<file path="src/rtl/slqf_pkg.sv">
package slqf_pkg;

  localparam int OUTPUT_COUNT = 8;
  localparam int OUT_W       = 3;
  localparam int PORT_W      = 3;
  localparam int FIELD_LEN_W = 16;
  localparam int LEN_MAX_W   = 32;
  localparam int CFG_W       = 4;

  localparam logic [CFG_W-1:0] ACTIVE_OUTPUTS_RESET = 4'd8;

  typedef struct packed {
    logic [PORT_W-1:0]      port_index;
    logic                   first_of_slot;
    logic [FIELD_LEN_W-1:0] len_0;
    logic [FIELD_LEN_W-1:0] len_1;
    logic [FIELD_LEN_W-1:0] len_2;
    logic [FIELD_LEN_W-1:0] len_3;
    logic [FIELD_LEN_W-1:0] len_4;
    logic [FIELD_LEN_W-1:0] len_5;
    logic [FIELD_LEN_W-1:0] len_6;
    logic [FIELD_LEN_W-1:0] len_7;
  } in_item_t;

  typedef struct packed {
    logic [PORT_W-1:0] echo_port;
    logic [OUT_W-1:0]  proposed_output;
    logic              granted;
    logic              displaced_valid;
    logic [PORT_W-1:0] displaced_port;
  } out_item_t;

endpackage

</file>
<file path="src/rtl/slqf_in_if.sv">
interface slqf_in_if import slqf_pkg::*; ();

  logic     valid;
  logic     ready;
  in_item_t data;

  modport source (output valid, output data, input ready);
  modport sink (input valid, input data, output ready);

endinterface

</file>
<file path="src/rtl/slqf_out_if.sv">
interface slqf_out_if import slqf_pkg::*; ();

  logic      valid;
  logic      ready;
  out_item_t data;

  modport source (output valid, output data, input ready);
  modport sink (input valid, input data, output ready);

endinterface

</file>
<file path="src/rtl/serial_longest_queue_first_matcher.sv">
// Longest-queue-first crossbar matcher for an input-queued switch.
// Each transfer on in_i carries one input port's virtual output queue
// lengths. The port proposes its longest queue among the first
// active_outputs outputs (lowest index on ties) and wins that output if its
// port is below NUM_PORTS and the output is free or held by a shorter queue.
// One transfer on out_o follows per input transfer, in order, reporting the
// proposal, the grant and any displaced holder. Setting first_of_slot frees
// every output before that item is judged.
// An item sits in the input register, and the argmax tree plus holder compare
// then write the result register.
// Throughput is one item per cycle while out_o accepts results, bounded by
// the single holder table, which is read and updated in the same cycle as the compare.
// When out_o stalls, the result register holds its item and the input
// register can still take one more; ready on in_i drops only when both
// are full and out_o is not ready.
// The user must write active_outputs via cfg_we_i/cfg_wdata_i only while
// idle; the block does not enforce it. Reset empties both registers, frees
// all outputs and sets active_outputs to eight.
module serial_longest_queue_first_matcher import slqf_pkg::*; #(
  parameter int NUM_PORTS = 8,
  parameter int LEN_WIDTH = 16
) (
  input  logic             clk_i,
  input  logic             rst_ni,
  input  logic             cfg_we_i,
  input  logic [CFG_W-1:0] cfg_wdata_i,
  slqf_in_if.sink          in_i,
  slqf_out_if.source       out_o
);

  logic [CFG_W-1:0] active_outputs_q;

  logic      s1_valid_q;
  in_item_t  s1_q;
  logic      out_valid_q;
  out_item_t out_q;
  out_item_t res_d;

  logic [OUTPUT_COUNT-1:0] taken_q, taken_d;
  logic [PORT_W-1:0]       holder_port_q [OUTPUT_COUNT];
  logic [LEN_WIDTH-1:0]    holder_len_q  [OUTPUT_COUNT];

  logic [OUTPUT_COUNT-1:0][FIELD_LEN_W-1:0] lens_raw;
  logic [OUTPUT_COUNT-1:0][LEN_WIDTH-1:0]   lens;
  logic [LEN_MAX_W-1:0]                     len_wide [OUTPUT_COUNT];
  logic [OUT_W-1:0]                         best;
  logic [LEN_WIDTH-1:0]                     best_len;

  logic out_adv;
  logic fire;
  logic port_ok;
  logic best_taken;
  logic win;

  assign out_adv    = !out_valid_q || out_o.ready;
  assign in_i.ready = !s1_valid_q || out_adv;
  assign fire       = s1_valid_q && out_adv;

  assign lens_raw = {s1_q.len_7, s1_q.len_6, s1_q.len_5, s1_q.len_4,
                     s1_q.len_3, s1_q.len_2, s1_q.len_1, s1_q.len_0};

  always_comb begin
    for (int k = 0; k < OUTPUT_COUNT; k++) begin
      len_wide[k] = LEN_MAX_W'(lens_raw[k]);
      lens[k]     = len_wide[k][LEN_WIDTH-1:0];
    end
  end

  slqf_select #(
    .LEN_WIDTH(LEN_WIDTH)
  ) u_select (
    .active_outputs_i(active_outputs_q),
    .lens_i          (lens),
    .best_o          (best),
    .best_len_o      (best_len)
  );

  // A first-of-slot item sees every output as free.
  assign port_ok    = (LEN_MAX_W'(s1_q.port_index) < LEN_MAX_W'(NUM_PORTS));
  assign best_taken = taken_q[best] && !s1_q.first_of_slot;
  assign win        = port_ok && (!best_taken || (best_len > holder_len_q[best]));

  always_comb begin
    res_d.echo_port       = s1_q.port_index;
    res_d.proposed_output = best;
    res_d.granted         = win;
    res_d.displaced_valid = win && best_taken;
    res_d.displaced_port  = (win && best_taken) ? holder_port_q[best] : '0;

    taken_d = taken_q;
    if (fire) begin
      if (s1_q.first_of_slot) begin
        taken_d = '0;
      end
      if (win) begin
        taken_d[best] = 1'b1;
      end
    end
  end

  always_ff @(posedge clk_i or negedge rst_ni) begin
    if (!rst_ni) begin
      active_outputs_q <= ACTIVE_OUTPUTS_RESET;
      s1_valid_q       <= 1'b0;
      out_valid_q      <= 1'b0;
      taken_q          <= '0;
    end else begin
      if (cfg_we_i) begin
        active_outputs_q <= cfg_wdata_i;
      end
      if (in_i.ready) begin
        s1_valid_q <= in_i.valid;
      end
      if (out_adv) begin
        out_valid_q <= s1_valid_q;
      end
      taken_q <= taken_d;
    end
  end

  always_ff @(posedge clk_i) begin
    if (in_i.valid && in_i.ready) begin
      s1_q <= in_i.data;
    end
    if (fire) begin
      out_q <= res_d;
    end
    if (fire && win) begin
      holder_port_q[best] <= s1_q.port_index;
      holder_len_q[best]  <= best_len;
    end
  end

  assign out_o.valid = out_valid_q;
  assign out_o.data  = out_q;

endmodule

</file>
<file path="src/rtl/slqf_select.sv">
module slqf_select import slqf_pkg::*; #(
  parameter int LEN_WIDTH = 16
) (
  input  logic [CFG_W-1:0]                         active_outputs_i,
  input  logic [OUTPUT_COUNT-1:0][LEN_WIDTH-1:0]   lens_i,
  output logic [OUT_W-1:0]                         best_o,
  output logic [LEN_WIDTH-1:0]                     best_len_o
);

  typedef struct packed {
    logic                 vld;
    logic [OUT_W-1:0]     idx;
    logic [LEN_WIDTH-1:0] len;
  } cand_t;

  cand_t lvl0 [OUTPUT_COUNT];
  cand_t lvl1 [OUTPUT_COUNT/2];
  cand_t lvl2 [OUTPUT_COUNT/4];
  cand_t top;

  // The right-hand candidate wins only when strictly longer, so ties stay
  // with the lower output index.
  function automatic cand_t pick(cand_t a, cand_t b);
    if (b.vld && (!a.vld || (b.len > a.len))) begin
      return b;
    end
    return a;
  endfunction

  always_comb begin
    for (int k = 0; k < OUTPUT_COUNT; k++) begin
      lvl0[k].vld = (k == 0) || (CFG_W'(k) < active_outputs_i);
      lvl0[k].idx = OUT_W'(k);
      lvl0[k].len = lens_i[k];
    end
    for (int k = 0; k < OUTPUT_COUNT/2; k++) begin
      lvl1[k] = pick(lvl0[2*k], lvl0[2*k+1]);
    end
    for (int k = 0; k < OUTPUT_COUNT/4; k++) begin
      lvl2[k] = pick(lvl1[2*k], lvl1[2*k+1]);
    end
    top = pick(lvl2[0], lvl2[1]);
  end

  assign best_o     = top.idx;
  assign best_len_o = top.len;

endmodule

</file>
<file path="src/flat_wrapper.sv">
// flat-port wrapper written by rule: the top's interface ports become plain ports
module serial_longest_queue_first_matcher_flat import slqf_pkg::*;
#(
  parameter int NUM_PORTS = 8,
  parameter int LEN_WIDTH = 16
)
  (clk_i, rst_ni, cfg_we_i, cfg_wdata_i, in_i_valid, in_i_data, in_i_ready, out_o_valid, out_o_data, out_o_ready);
  slqf_in_if in_i_i ();
  slqf_out_if out_o_i ();
  input  logic clk_i;
  input  logic rst_ni;
  input  logic cfg_we_i;
  input  logic [CFG_W-1:0] cfg_wdata_i;
  input wire logic [$bits(in_i_i.valid)-1:0] in_i_valid;
  input wire logic [$bits(in_i_i.data)-1:0] in_i_data;
  output wire logic [$bits(in_i_i.ready)-1:0] in_i_ready;
  output wire logic [$bits(out_o_i.valid)-1:0] out_o_valid;
  output wire logic [$bits(out_o_i.data)-1:0] out_o_data;
  input wire logic [$bits(out_o_i.ready)-1:0] out_o_ready;
  assign in_i_i.valid = in_i_valid;
  assign in_i_i.data = in_i_data;
  assign in_i_ready = in_i_i.ready;
  assign out_o_valid = out_o_i.valid;
  assign out_o_data = out_o_i.data;
  assign out_o_i.ready = out_o_ready;
  serial_longest_queue_first_matcher #(.NUM_PORTS(NUM_PORTS), .LEN_WIDTH(LEN_WIDTH)) u_core (.clk_i(clk_i), .rst_ni(rst_ni), .cfg_we_i(cfg_we_i), .cfg_wdata_i(cfg_wdata_i), .in_i(in_i_i), .out_o(out_o_i));
endmodule
</file>
<file path="config.mk">
export PLATFORM = sky130hd
export DESIGN_NAME = serial_longest_queue_first_matcher_flat
export DESIGN_NICKNAME = d
export VERILOG_FILES = /design/src/rtl/slqf_pkg.sv /design/src/rtl/slqf_in_if.sv /design/src/rtl/slqf_out_if.sv /design/src/rtl/serial_longest_queue_first_matcher.sv /design/src/rtl/slqf_select.sv /design/src/flat_wrapper.sv
export SDC_FILE = /design/constraint.sdc
export NUM_CORES = 1
export LEC_CHECK = 0
export BUFFER_PORTS_ARGS = -buffer_cell sky130_fd_sc_hd__clkbuf_2
export CORE_MARGIN = 2
export CORE_UTILIZATION = 35
export CTS_CLUSTER_DIAMETER = 200
export DETAILED_ROUTE_END_ITERATION = 8
export SYNTH_ARGS = -nofsm -noshare
export SYNTH_HDL_FRONTEND = slang
export SYNTH_SLANG_ARGS = --single-unit
</file>
<file path="constraint.sdc">
create_clock -name clk_i -period 13.8 [get_ports clk_i]
set_clock_uncertainty 0.05 [all_clocks]
set_input_delay 2.07 -clock clk_i [delete_from_list [all_inputs] [get_ports clk_i]]
set_output_delay 2.07 -clock clk_i [all_outputs]
set_load 0.01 [all_outputs]
</file>
==> flow_summary_export.csv <==
group,metric,value,unit
outcome,status,"completed",
synthesis,ys_seq_area_share,62.05,%
cts,cts_tree,"yes",
detailed_routing,totalWireLength,36.43,mm
grt,antenna_found_initial,0,
place,dp_cells,1774,
synthesis,yosysWarnings,0,
cells_and_area,final_common_cell,"edfxtp_1",
sta,setup_ws,2.536,ns
critical_path,end_kind,"flip-flop",
floorplan,die_area,44070,µm²
sta,hold_viol,0,
synthesis,netlist_instances,1088,
detailed_routing,routed-via-count,9707,
synthesis,syn_nets,1357,
cells_and_area,final_cells,1836,
grt,grt_use_total,16.45,%
synthesis,yosys.area.top_type,"edfxtp_1",
critical_path,cp-start-kind,"flip-flop",
cts,clock_path_buffers,3,
cts,clk_pin_slew,0.07,ns
sta,worst_pin_slew,1.285,ns
run,cap_violations,0,
sta,rsz0062_at_grt,"false",
floorplan,rows,75,
synthesis,async_flop_share,4.531,%
floorplan,io_pins,154,
floorplan,core-area,41950,µm²
sta,fmax,88.78,MHz
synthesis,synth_area,14840,µm²
synthesis,ys.flop_type,"edfxtp_1",
min_path,hold_path.startpoint,"u_core.s1_valid_q",
power,vdd_drop_max,0.0001105,V
floorplan,die_w,209.9,µm
cells_and_area,fin_nets,1540,
floorplan,initial_utilization,35.39,%
critical_path,critical_path.max_stage_delay,0.92,ns
detailed_routing,drc,0,
critical_path,slowest_stage,"nor3_1",
power,p_sw_share,32.62,%
cts,cts_resized,0,
synthesis,synth-edff-count,295,
sta,finalCriticalPeriod,11.26,ns
critical_path,crit_type,"reg -> reg",
cells_and_area,diodes,0,
grt,grt_pass1_vias,9895,
critical_path,required,13.89,ns
detailed_routing,drtIter0Drc,720,
sta,max-slew-margin-rel,13.26,%
place,dp_hpwl,27.56,mm
cts,cts_buffers,34,
power,net-switching-power,992.6,µW
synthesis,yosys_register_bits,309,
power,power.total,3043,µW
synthesis,netlist-cell-type-count,60,
sta,maxSlewViolCount,0,
detailed_routing,ant_nets,0,
place,gp_congestion,0.9054,
cells_and_area,syn2layout_area_growth,17.74,%
detailed_routing,vias_per_cell,5.287,
synthesis,synth_area_leaders,"edfxtp_1 60%, ha_1 11%, mux2i_1 3.3%",
power,p_seq_share,40.9,%
cts,cts_hold_buf,0,
place,pre_cts_slack,2.670,ns
min_path,hp-class,"reg -> reg",
cells_and_area,final_cell_mix,"295 x edfxtp_1, 153 x clkbuf_2, 128 x ha_1, 89 x inv_1, 77 x a21oi_1",
power,intPower,2051,µW
power,p_per_area,174.1,nW/µm²
cells_and_area,drive_above_1_share,21.97,%
power,combPwrFrac,29.4,%
critical_path,reg2reg_from,"u_core.len_wide[139]",
synthesis,syn_area_per_cell,13.64,µm²
cts,cts.sinks,309,
cells_and_area,utilization,41.66,%
power,p_leak,0.007055,µW
synthesis,synth_top_area_share,59.68,%
grt,grt_max_degree,77,
grt,overflow,0,
sta,fin_crit_sh,81.62,%
cts,cts_setup_buffers,0,
critical_path,cp_max_fo,43,
sta,setup_violations,0,
place,port_buffers,153,
power,power_frac_clock,29.8,%
cells_and_area,fillers,3799,
floorplan,die_y,209.9,µm
cts,cts_root_buffer,"clkbuf_16",
detailed_routing,wire_per_inst,19.84,µm
critical_path,startpoint,"u_core.len_wide[139]",
sta,setup-tns-final,0,ns
critical_path,arrival,11.36,ns
cts,insertion_delay,0.54,ns
detailed_routing,dr.pass1.iters,6,
cts,htree_levels,2,
grt,grt_pass1_wl,55.79,mm
stage by stage:
stage | instance area, µm² | hold WS, ns
after floorplan | 14840 | 0.3990
after global placement | 16360 | 0.4065
after detailed placement | 16360 | 0.4213
after CTS | 17480 | 0.4358
after global routing | 17480 | 0.4626
final | 17480 | 0.4324
cells in the mapped netlist (all sizes together), types with 3 or more instances:
cell / number
a211oi: 4
a21o: 9
a21oi: 78
a222oi: 16
a22o: 3
a32o: 8
and2: 3
and3: 13
and4: 5
buf: 12
clkbuf: 19
dfrtp: 13
edfxtp: 295
ha: 128
inv: 90
mux2: 36
mux2i: 49
mux4: 6
nand2: 75
nand2b: 7
nand3: 10
nand4: 20
nor2: 35
nor2b: 5
nor3: 15
nor4: 6
o211ai: 7
o21a: 9
o21ai: 60
o22ai: 23
o31ai: 3
or3: 3
critical path, delay by kind of cell, from the launching register on:
kind / cells / cell delay, ns
fa+ha+maj: 4 / 1.29
simple gates: 13 / 4.44
compound gates: 12 / 3.07
buf+inv: 5 / 1.36
flops: 1 / 0.40
mux: 1 / 0.22
cells by family (layout without fill, tap and decap cells):
| group | Yosys count | in the layout | synth area share, % |
|---|---|---|---|
| buffers and inverters | 121 | 330 | 3.169 |
| flip-flops | 309 | 309 | 62.05 |
| AO/OA/AOI/OAI | 237 | 237 | 10.30 |
| adder cells (fa/ha/maj) | 128 | 128 | 10.79 |
| AND/OR/NAND/NOR | 202 | 202 | 6.744 |
| multiplexers | 91 | 91 | 6.946 |
power groups by stage:
stage | clock [µW] | sequential [µW] | combinational, µW
5_1_grt | 963 | 1250 | 980
6_report | 905 | 1240 | 894
4_1_cts | 926 | 1240 | 888
3_3_place_gp | 0 | 1260 | 866
3_5_place_dp | 0 | 1260 | 885
2_1_floorplan | 0 | 1250 | 555
metal layers:
metal / track usage [%] / part of all wire (%) / vias to the layer above
li1: - / - / 4572
met1: 20.91 / 42 / 4758
met2: 29.18 / 50 / 321
met3: 2.592 / 5.8 / 56
met4: 4.500 / 2.3 / 0
met5: 0 / 0 / -
final timing paths:
path / end / slack (ns) / depth (start not counted)
worst min register to register: u_core.out_o.valid / 0.43 / 1
worst max register to register: u_core.holder_len_q[3][2] / 2.54 / 35
worst max-delay path: u_core.holder_len_q[3][2] / 2.54 / 35
worst min-delay path: u_core.out_o.valid / 0.43 / 1
min in group asynchronous: u_core.s1_valid_q / 1.42 / 1
max in group asynchronous: u_core.active_outputs_q[3] / 11.91 / 1
final cells by class:
| cell class | instances | area [µm²] | share of cell area, % |
|---|---|---|---|
| flip-flops and latches | 309 | 9210 | 52.70 |
| multi-input cells | 658 | 5189 | 29.69 |
| repair buffers | 178 | 953.4 | 5.455 |
| clock buffers | 39 | 869.6 | 4.976 |
| well taps | 539 | 674.4 | 3.859 |
| inverters | 90 | 337.8 | 1.933 |
| clock inverters | 23 | 242.7 | 1.389 |
flip-flops by register name (all words and copies together), names as in the netlist:
| name | count |
|---|---|
| u_core.len_wide | 128 |
| u_core.s1_q | 1 |
| u_core.out_o.valid | 1 |
| u_core.holder_len_q | 128 |
| u_core.out_o.data | 11 |
| u_core.s1_valid_q | 1 |
| u_core.active_outputs_q | 4 |
| u_core.taken_q | 8 |
| u_core.res_d | 3 |
| u_core.holder_port_q | 24 |
Power figures use the tool's default switching activity.
